--- src/hw/rtl/tea_pkg.sv ---
// ----------------------------------------------------------------------------
// tea_pkg
// Shared types, constants and round functions of the TEA block cipher.
// ----------------------------------------------------------------------------
package tea_pkg;

	localparam int TEA_WORD_W   = 32;
	localparam int TEA_ROUNDS   = 32;
	localparam int TEA_STAGES   = 2 * TEA_ROUNDS;
	localparam int TEA_SHL      = 4;
	localparam int TEA_SHR      = 5;
	localparam int TEA_CFG_IDX_W = 8;

	localparam logic [TEA_WORD_W-1:0] TEA_DELTA   = 32'h9E37_79B9;
	localparam logic [TEA_WORD_W-1:0] TEA_DEC_SUM = 32'hC6EF_3720;

	// configuration register indexes
	localparam logic [TEA_CFG_IDX_W-1:0] REG_KEY0 = 8'd0;
	localparam logic [TEA_CFG_IDX_W-1:0] REG_KEY1 = 8'd1;
	localparam logic [TEA_CFG_IDX_W-1:0] REG_KEY2 = 8'd2;
	localparam logic [TEA_CFG_IDX_W-1:0] REG_KEY3 = 8'd3;

	typedef logic [TEA_WORD_W-1:0] tea_word_t;

	typedef struct packed {
		tea_word_t k0;
		tea_word_t k1;
		tea_word_t k2;
		tea_word_t k3;
	} tea_key_t;

	typedef struct packed {
		logic      dec;
		tea_word_t a;
		tea_word_t b;
	} tea_blk_t;

	function automatic tea_word_t tea_mix(input tea_word_t h, input tea_word_t sum,
		input tea_word_t ka, input tea_word_t kb);
		return ((h << TEA_SHL) + ka) ^ (h + sum) ^ ((h >> TEA_SHR) + kb);
	endfunction

	// running sum used by encryption round r
	function automatic tea_word_t tea_enc_sum(input int r);
		return TEA_WORD_W'(64'(TEA_DELTA) * 64'(r + 1));
	endfunction

	// running sum used by decryption round r
	function automatic tea_word_t tea_dec_sum(input int r);
		return TEA_DEC_SUM - TEA_WORD_W'(64'(TEA_DELTA) * 64'(r));
	endfunction

endpackage

--- src/hw/rtl/tea_stage.sv ---
// ----------------------------------------------------------------------------
// tea_stage
// One half-round pipeline stage: updates one word of the block from the other.
// ----------------------------------------------------------------------------
module tea_stage (
	input  logic              clk,
	input  logic              arst_n,
	input  logic              en,
	input  logic              odd,
	input  tea_pkg::tea_word_t enc_sum,
	input  tea_pkg::tea_word_t dec_sum,
	input  tea_pkg::tea_key_t key,
	input  logic              in_vld,
	input  tea_pkg::tea_blk_t in_blk,
	output logic              out_vld,
	output tea_pkg::tea_blk_t out_blk
);
	import tea_pkg::*;

	logic      upd_a;
	tea_word_t src;
	tea_word_t dst;
	tea_word_t ka;
	tea_word_t kb;
	tea_word_t sum;
	tea_word_t mix;
	tea_word_t res;
	tea_blk_t  nxt;
	logic      vld_s1;
	tea_blk_t  blk_s1;

	// encryption: even stage updates a, odd stage updates b; decryption the reverse
	always_comb begin
		upd_a = ~(odd ^ in_blk.dec);
		src   = upd_a ? in_blk.b : in_blk.a;
		dst   = upd_a ? in_blk.a : in_blk.b;
		ka    = upd_a ? key.k0 : key.k2;
		kb    = upd_a ? key.k1 : key.k3;
		sum   = in_blk.dec ? dec_sum : enc_sum;
		mix   = tea_mix(src, sum, ka, kb);
		res   = in_blk.dec ? (dst - mix) : (dst + mix);
		nxt   = in_blk;
		if (upd_a) begin
			nxt.a = res;
		end else begin
			nxt.b = res;
		end
	end

	always_ff @(posedge clk or negedge arst_n) begin
		if (!arst_n) begin
			vld_s1 <= 1'b0;
		end else if (en) begin
			vld_s1 <= in_vld;
		end
	end

	always_ff @(posedge clk) begin
		if (en) begin
			blk_s1 <= nxt;
		end
	end

	assign out_vld = vld_s1;
	assign out_blk = blk_s1;

endmodule

--- config.mk ---
export PLATFORM = sky130hd
export DESIGN_NAME = tea_stage
export DESIGN_NICKNAME = d
export VERILOG_FILES = /design/src/hw/rtl/tea_pkg.sv /design/src/hw/rtl/tea_stage.sv
export SDC_FILE = /design/constraint.sdc
export NUM_CORES = 1
export LEC_CHECK = 0
export ABC_AREA = 1
export BUFFER_PORTS_ARGS = -buffer_cell sky130_fd_sc_hd__buf_2
export CAP_MARGIN = 10
export CORE_MARGIN = 10
export CORE_UTILIZATION = 56
export CTS_CLUSTER_DIAMETER = 80
export DETAILED_ROUTE_END_ITERATION = 16
export PLACE_DENSITY = 0.81
export SYNTH_ARGS = -nofsm -noshare
export SYNTH_HDL_FRONTEND = slang
export SYNTH_SLANG_ARGS = --single-unit
--- constraint.sdc ---
create_clock -name clk -period 1.4 [get_ports clk]
set_input_delay 0.21 -clock clk [delete_from_list [all_inputs] [get_ports clk]]
set_output_delay 0.21 -clock clk [all_outputs]
set_load 0.005 [all_outputs]
==> flow_metrics.env, run 1 <==
export IMPL_synth_seq_cells=66
export IMPL_hpwlAfterDp_mm=55.0
export IMPL_synth_async_reset_ratio_pct=1.52
export IMPL_synth_edf_count=65
export IMPL_die_h_um=177
export IMPL_io_pins=328
export IMPL_clock_sinks=66
export IMPL_portBuffers=327
export IMPL_start_util_pct=57.1
export IMPL_synth_ff_type="edfxtp_1"
export IMPL_synthCells=2430
export IMPL_avgSynthCellArea_sq_um=5.71
export IMPL_root_buffer="clkbuf_16"
export IMPL_core_rowCount=57
export IMPL_clockBufferDepth=2
export IMPL_stop_error="[ERROR GRT-0116] Global routing finished with congestion. Check the congestion regions in the DRC Viewer."
export IMPL_haltStage="5_1_grt"
export IMPL_dp_slack_ns=-4.70
export IMPL_dp_cells=3578
export IMPL_htreeDepth=3
export IMPL_grt_pass1_vias=27100
export IMPL_ys_types=52
export IMPL_outcome="did not finish"
export IMPL_grt_max_degree=40
export IMPL_synth_fp_nets=2812
export IMPL_routabilityCongestion=1.10
export IMPL_track_usage_pct=64.8
export IMPL_syn_area_sq_mm=0.0139
export IMPL_die_x_um=177
export IMPL_grt_overflow_total=1
export IMPL_grt_pass1_wl_mm=158
export IMPL_ys_seq_area_share_pct=14.2
export IMPL_numCtsBuffers=9
export IMPL_yosysWarningCount=0
cell families after synthesis:
family | Yosys count | synth area share (%)
AND/OR/NAND/NOR | 1463 | 44.9
AO/OA/AOI/OAI | 335 | 13.2
buffers and inverters | 334 | 9.47
adder cells (fa/ha/maj) | 120 | 10.9
XOR/XNOR | 106 | 6.84
flip-flops | 66 | 14.2
multiplexers | 6 | 0.442
per-stage QoR:
step / utilization, % / cell area (sq um)
after CTS: 92.7 / 22500
after floorplan: - / 14000
after global placement: 82.1 / 20000
after detailed placement: 82.1 / 20000
per-layer routing:
metal	track usage (%)	GRT overflow
met4	59.6	0
met5	29.1	0
met2	81.5	1
met1	63.5	0
met3	52.5	0
cell usage after synthesis, drive strengths merged (2+ instances only):
cell,n,area (sq um)
edfxtp,65,1950
o2111ai,2,17.5
nand3,181,953
a21boi,6,45.1
fa,2,40.0
clkbuf,33,124
xnor2,51,447
xor2,54,480
o21bai,5,37.5
nand4,28,175
ha,118,1480
a21oi,134,674
nor3,20,105
mux2i,5,50.1
nor4,10,75.1
or2,14,87.6
nand3b,20,166
o221ai,3,26.3
o21a,10,75.1
a31oi,14,87.6
a21o,8,60.1
nor2,165,672
inv,282,1060
o211ai,4,30.0
nand2,1025,4000
buf,18,128
o21ai,148,763
what timing repair did:
action,CTS
endpoints found under the setup margin,64
hold endpoints to repair,1
pin swaps,143
hold buffers,1
buffers inserted,56
gates cloned,8
resized for setup,392
==> inputs of run 2 (changes only) <==
--- a/config.mk
+++ b/config.mk
@@ -9,10 +9,9 @@
 export BUFFER_PORTS_ARGS = -buffer_cell sky130_fd_sc_hd__buf_2
 export CAP_MARGIN = 10
 export CORE_MARGIN = 10
-export CORE_UTILIZATION = 56
-export CTS_CLUSTER_DIAMETER = 80
+export CORE_UTILIZATION = 40
 export DETAILED_ROUTE_END_ITERATION = 16
-export PLACE_DENSITY = 0.81
+export PLACE_DENSITY_LB_ADDON = 0.15
 export SYNTH_ARGS = -nofsm -noshare
 export SYNTH_HDL_FRONTEND = slang
 export SYNTH_SLANG_ARGS = --single-unit
==> flow_metrics.env, run 2 <==
export IMPL_outcome="finished with violations"
export IMPL_failed_checks="negative setup slack"
export IMPL_grt_antenna_before_repair=0
export IMPL_end_kind="flip-flop"
export IMPL_cts_tree="yes"
export IMPL_cpPeakStageDelay_ns=0.44
export IMPL_timing_critical_path_mode_cell="nand2_2"
export IMPL_io_pins=328
export IMPL_synth_fp_nets=2812
export IMPL_start_util_pct=40.4
export IMPL_rr_worst_depth=1
export IMPL_crit_slowest_cell="o211ai_1"
export IMPL_first_pass_iters=6
export IMPL_final_layout_size_suffix_gt1_share_pct=46.9
export IMPL_mostFrequentLayoutCell="nand2_1"
export IMPL_cp_max_fo=11
export IMPL_clock_sinks=66
export IMPL_post_route_util_pct=72.2
export IMPL_yosys_area_top_type_share_pct=26.6
export IMPL_start_kind="input pin"
export IMPL_syn_area_sq_mm=0.0139
export IMPL_numCtsBuffers=9
export IMPL_setup_viol=64
export IMPL_r2r_slack_ns=0.66
export IMPL_drcViolationCount=0
export IMPL_hpwlAfterDp_mm=56.6
export IMPL_die_area_sq_mm=0.0425
export IMPL_total_power_w=0.0410
export IMPL_cp_data_arrival_time_ns=5.60
export IMPL_final_cell_mix="nand2_1, buf_4, buf_2"
export IMPL_core_area_sq_mm=0.0344
export IMPL_nNetsFinal=3789
export IMPL_hold_ws_ns=0.113
export IMPL_synth_area_leaders="nand2_1, edfxtp_1, ha_1"
export IMPL_clk_pin_slew_ns=0.05
export IMPL_die_h_um=206
export IMPL_cap_violations=0
export IMPL_power_leakage_nw=13.2
export IMPL_timing_rr_start="out_vld"
export IMPL_grt_max_degree=34
export IMPL_maxSlewHeadroom_pct=56.4
export IMPL_drt_initial_drc_count=1755
export IMPL_avgSynthCellArea_sq_um=5.71
export IMPL_root_buffer="clkbuf_16"
export IMPL_routedWlPerCell_um=20.0
export IMPL_vias=20900
export IMPL_ant_nets=0
export IMPL_synth_most_common_cell="nand2_1"
export IMPL_ys_types=52
export IMPL_synth_edf_count=65
export IMPL_whs_path_depth=2
export IMPL_worst_pin_slew_ns=0.647
export IMPL_clk_latency_ns=0.34
export IMPL_routabilityCongestion=0.973
export IMPL_crit_type="input pin to flip-flop"
export IMPL_synth_seq_cells=66
export IMPL_via_per_inst=5.40
export IMPL_synthCells=2430
export IMPL_max_freq_ghz=0.182
export IMPL_wl_mm=77.3
export IMPL_grt_overflow_total=0
export IMPL_critPathRequiredTime_ns=1.49
export IMPL_r2r_end="out_vld"
export IMPL_min_period_over_period_pct=393
export IMPL_htreeDepth=3
export IMPL_drv_slew=0
export IMPL_min_from="in_vld"
export IMPL_antenna_cells=0
export IMPL_die_x_um=206
export IMPL_min_to="out_vld"
export IMPL_vdd_ir_drop_max_mv=1.33
export IMPL_setup_slack_ns=-4.11
export IMPL_ys_seq_area_share_pct=14.2
export IMPL_largest_register_ffs=65
export IMPL_track_usage_pct=31.2
export IMPL_synth_async_reset_ratio_pct=1.52
export IMPL_period_needed_ns=5.51
export IMPL_synth_area_leader_cell="nand2_1"
export IMPL_skew_ns=0
export IMPL_synth_ff_type="edfxtp_1"
export IMPL_portBuffers=327
export IMPL_clockBufferDepth=2
export IMPL_grt_pass1_vias=19600
export IMPL_rsz0062_at_grt="true"
export IMPL_syn_to_final_growth_pct=78.8
export IMPL_core_rowCount=68
export IMPL_ys_top_cells_by_count="nand2_1, inv_1, nand3_1"
export IMPL_power_density_mw_per_mm2=1650
export IMPL_hold_viol_final=0
export IMPL_grt_pass1_wl_mm=104
export IMPL_min_path_type="input pin to flip-flop"
export IMPL_yosysWarningCount=0
[run 2: cell counts after synthesis]
Identical to the previous run, type by type.
[run 2: metal layers]
layer | routed length, um | vias to the layer above | track usage (%)
li1 | - | 9850 | -
met1 | 30800 | 9635 | 40.1
met2 | 36700 | 1156 | 54.3
met3 | 6400 | 256 | 2.52
met4 | 3430 | 0 | 9.38
met5 | 0 | - | 0
[run 2: per-stage QoR]
stage	std cells	setup TNS (ns)	worst slack, ns	instance area (sq um)
after floorplan	2430	-209.14	-4.08	14000
after global placement	3751	-238.82	-4.93	20600
after detailed placement	3751	-244.09	-4.99	20600
after CTS	3839	-188.49	-3.68	23300
after global routing	3867	-217.43	-4.35	24800
final	3867	-211.40	-4.11	24800
[run 2: timing repair]
| action | CTS | global route |
|---|---|---|
| setup buffers | 63 | 40 |
| pin swaps | 148 | 113 |
| resized for setup | 436 | 299 |
| hold buffers | 1 | 0 |
| setup endpoints to repair | 64 | 64 |
| gates cloned | 9 | 1 |
| endpoints found under the hold margin | 1 | 0 |
[run 2: kinds of logic (layout without fill, tap and decap cells)]
family / count (synthesis) / in the layout / share of synthesized area [%]
flops: 66 / 66 / 14.2
simple gates: 1463 / 1468 / 44.9
mux: 6 / 6 / 0.442
compound gates: 335 / 335 / 13.2
xor+xnor: 106 / 106 / 6.84
buf+inv: 334 / 1311 / 9.47
fa+ha+maj: 120 / 120 / 10.9
[run 2: worst max-delay path by stage]
stage,startpoint,end
final,in_blk[64],out_blk[30]
after detailed placement,in_blk[64],out_blk[30]
after global placement,in_blk[64],out_blk[30]
after floorplan,in_blk[64],out_blk[29]
after global routing,in_blk[64],out_blk[30]
after CTS,in_blk[64],out_blk[30]
[run 2: critical path: cells and delay by family]
kind	cells	cell delay (ns)
buffers and inverters	5	0.68
adders and majority gates	2	0.62
and+or+nand+nor	21	2.50
xor gates and xnor gates	3	0.86
AOI/OAI and AO/OA	3	0.70
[run 2: where the power goes]
group	internal (W)	switching, W
logic	0.0162	0.0191
clock network	0.00120	0.000955
registers	0.00332	0.000231
[run 2: cell type report]
cell class / instances / area (sq um)
fill: 2731 / 9560
clock inverter: 7 / 45.0
sequential: 66 / 1980
inverter: 283 / 1090
clock buffer: 9 / 225
multi-input combinational: 2035 / 13400
timing repair buffer: 1012 / 7480
tap: 455 / 569
Power figures use the tool's default switching activity.
==> inputs of run 3 (changes only) <==
--- a/config.mk
+++ b/config.mk
@@ -8,7 +8,7 @@
 export ABC_AREA = 1
 export BUFFER_PORTS_ARGS = -buffer_cell sky130_fd_sc_hd__buf_2
 export CAP_MARGIN = 10
-export CORE_MARGIN = 10
+export CORE_MARGIN = 3
 export CORE_UTILIZATION = 40
 export DETAILED_ROUTE_END_ITERATION = 16
 export PLACE_DENSITY_LB_ADDON = 0.15
==> flow_metrics.env, run 3 (synthesis results as in run 2) <==
export IMPL_cpPeakStageDelay_ns=0.36
export IMPL_max_freq_ghz=0.192
export IMPL_syn_to_final_growth_pct=78.9
export IMPL_hold_viol_final=0
export IMPL_portBuffers=327
export IMPL_ant_nets=0
export IMPL_die_area_sq_mm=0.0370
export IMPL_root_buffer="clkbuf_16"
export IMPL_drcViolationCount=0
export IMPL_first_pass_iters=6
export IMPL_grt_antenna_before_repair=2
export IMPL_p_seq_share_pct=8.8
export IMPL_maxSlewHeadroom_pct=63.7
export IMPL_combPwrFrac_pct=85.5
export IMPL_vias=20400
export IMPL_grt_pass1_wl_mm=102
export IMPL_routabilityCongestion=1.02
export IMPL_dp_slack_ns=-5.04
export IMPL_critPathRequiredTime_ns=1.49
export IMPL_core_area_sq_mm=0.0339
export IMPL_cp_data_arrival_time_ns=5.31
export IMPL_start_util_pct=41.0
export IMPL_hpwlAfterDp_mm=53.5
export IMPL_crit_slowest_cell="ha_1"
export IMPL_final_cell_mix="nand2_1, buf_4, buf_2"
export IMPL_cp_max_fo=8
export IMPL_track_usage_pct=35.5
export IMPL_clk_latency_ns=0.33
export IMPL_mostFrequentLayoutCell="nand2_1"
export IMPL_failed_checks="negative setup slack"
export IMPL_skew_ns=0
export IMPL_cts_tree="yes"
export IMPL_wl_mm=70.7
export IMPL_setup_viol=64
export IMPL_period_needed_ns=5.22
export IMPL_internal_power_w=0.0207
export IMPL_r2r_slack_ns=0.66
export IMPL_crit_type="input pin to flip-flop"
export IMPL_final_layout_size_suffix_gt1_share_pct=47.6
export IMPL_via_per_inst=5.34
export IMPL_power_leakage_nw=13.1
export IMPL_start_kind="input pin"
export IMPL_setup_slack_ns=-3.82
export IMPL_rsz0062_at_grt="true"
export IMPL_cap_violations=0
export IMPL_grt_pass1_vias=19600
export IMPL_startpoint="in_blk[64]"
export IMPL_clockBufferDepth=2
export IMPL_drv_slew=0
export IMPL_worst_pin_slew_ns=0.539
export IMPL_drt_initial_drc_count=1665
export IMPL_htreeDepth=3
export IMPL_outcome="finished with violations"
export IMPL_io_pins=328
export IMPL_power_density_mw_per_mm2=1590
export IMPL_ff_latch_area_sq_mm=0.00198
export IMPL_largest_register_ffs=65
export IMPL_die_x_um=192
export IMPL_grt_max_degree=32
export IMPL_nNetsFinal=3750
export IMPL_numCtsBuffers=9
export IMPL_die_h_um=192
export IMPL_grt_overflow_total=0
export IMPL_min_path_type="input pin to flip-flop"
export IMPL_clk_pin_slew_ns=0.06
export IMPL_swShare_pct=47.8
export IMPL_post_route_util_pct=73.3
export IMPL_multiInputGateArea_sq_mm=0.0137
export IMPL_min_from="in_vld"
export IMPL_end_kind="flip-flop"
export IMPL_core_rowCount=67
export IMPL_fillers=2738
export IMPL_clkPwrFrac_pct=5.7
export IMPL_timing_rr_start="out_vld"
export IMPL_routedWlPerCell_um=18.5
export IMPL_min_period_over_period_pct=373
export IMPL_p_sw_w=0.0189
export IMPL_clock_sinks=66
export IMPL_vdd_ir_drop_max_mv=1.20
[run 3: cell types whose count changed in the layout (fill, tap and decap cells not counted), moves of 10 or more]
cell / previous run / this run
nand2_1: 824 / 795
buf_4: 593 / 575
nand2_2: 153 / 170
buf_6: 56 / 43
ha_1: 76 / 64
buf_12: 29 / 18
nand2_4: 42 / 52
[run 3: metal layers]
metal  part of all wire [%]  track usage [%]  wire length [um]
met2                     46             60.7             32800
met1                     41             47.0             29300
met4                    4.2             11.9              2950
met5                      0                0                 0
met3                    8.0             3.25              5620
[run 3: power groups by stage]
stage | sequential [W] | clock (W) | combinational [W]
floorplan | 0.00365 | 0 | 0.0124
global placement | 0.00349 | 0 | 0.0235
detailed placement | 0.00351 | 0 | 0.0238
CTS | 0.00348 | 0.00225 | 0.0299
global route | 0.00354 | 0.00235 | 0.0362
finish | 0.00347 | 0.00225 | 0.0338
[run 3: per-stage QoR]
step / area, sq um / std cells / setup TNS (ns) / total power [W] / hold slack, ns
detailed placement: 20300 / 3716 / -245.51 / 0.0274 / -0.0118
global placement: 20300 / 3716 / -239.05 / 0.0270 / -0.0149
finish: 24800 / 3823 / -193.62 / 0.0396 / 0.128
floorplan: 14000 / 2430 / -209.14 / 0.0161 / -0.0856
global route: 24800 / 3823 / -203.75 / 0.0421 / 0.126
CTS: 23800 / 3822 / -185.75 / 0.0357 / 0.132
[run 3: what timing repair did]
action	in CTS	in global routing
hold endpoints to repair	1	0
gates cloned	10	0
hold buffers	1	0
resized for setup	561	250
setup endpoints to repair	64	64
pin swaps	199	117
buffers inserted	83	21
[run 3: final timing paths]
path / to / depth (start not counted)
setup / recovery: out_blk[31] / 38
max in group asynchronous: out_vld / 2
hold reg to reg: out_vld / 1
min in group asynchronous: out_vld / 2
setup reg to reg: out_vld / 1
hold / removal: out_vld / 2
[run 3: cell type report]
| cell class | count | share of cell area [%] |
|---|---|---|
| tap | 448 | 2.26 |
| clock inverter | 7 | 0.277 |
| antenna | 2 | 0.0202 |
| inverter | 283 | 4.36 |
| timing repair buffer | 976 | 28.8 |
| clock buffer | 9 | 0.907 |
| sequential | 66 | 7.96 |
| multi-input combinational | 2032 | 55.4 |
[run 3: worst max-delay path, delay by kind of cell]
kind	cells	cell delay, ns
XOR/XNOR	1	0.15
adder cells (fa/ha/maj)	2	0.69
AND/OR/NAND/NOR	25	2.66
buffers and inverters	6	0.83
AO/OA/AOI/OAI	4	0.74
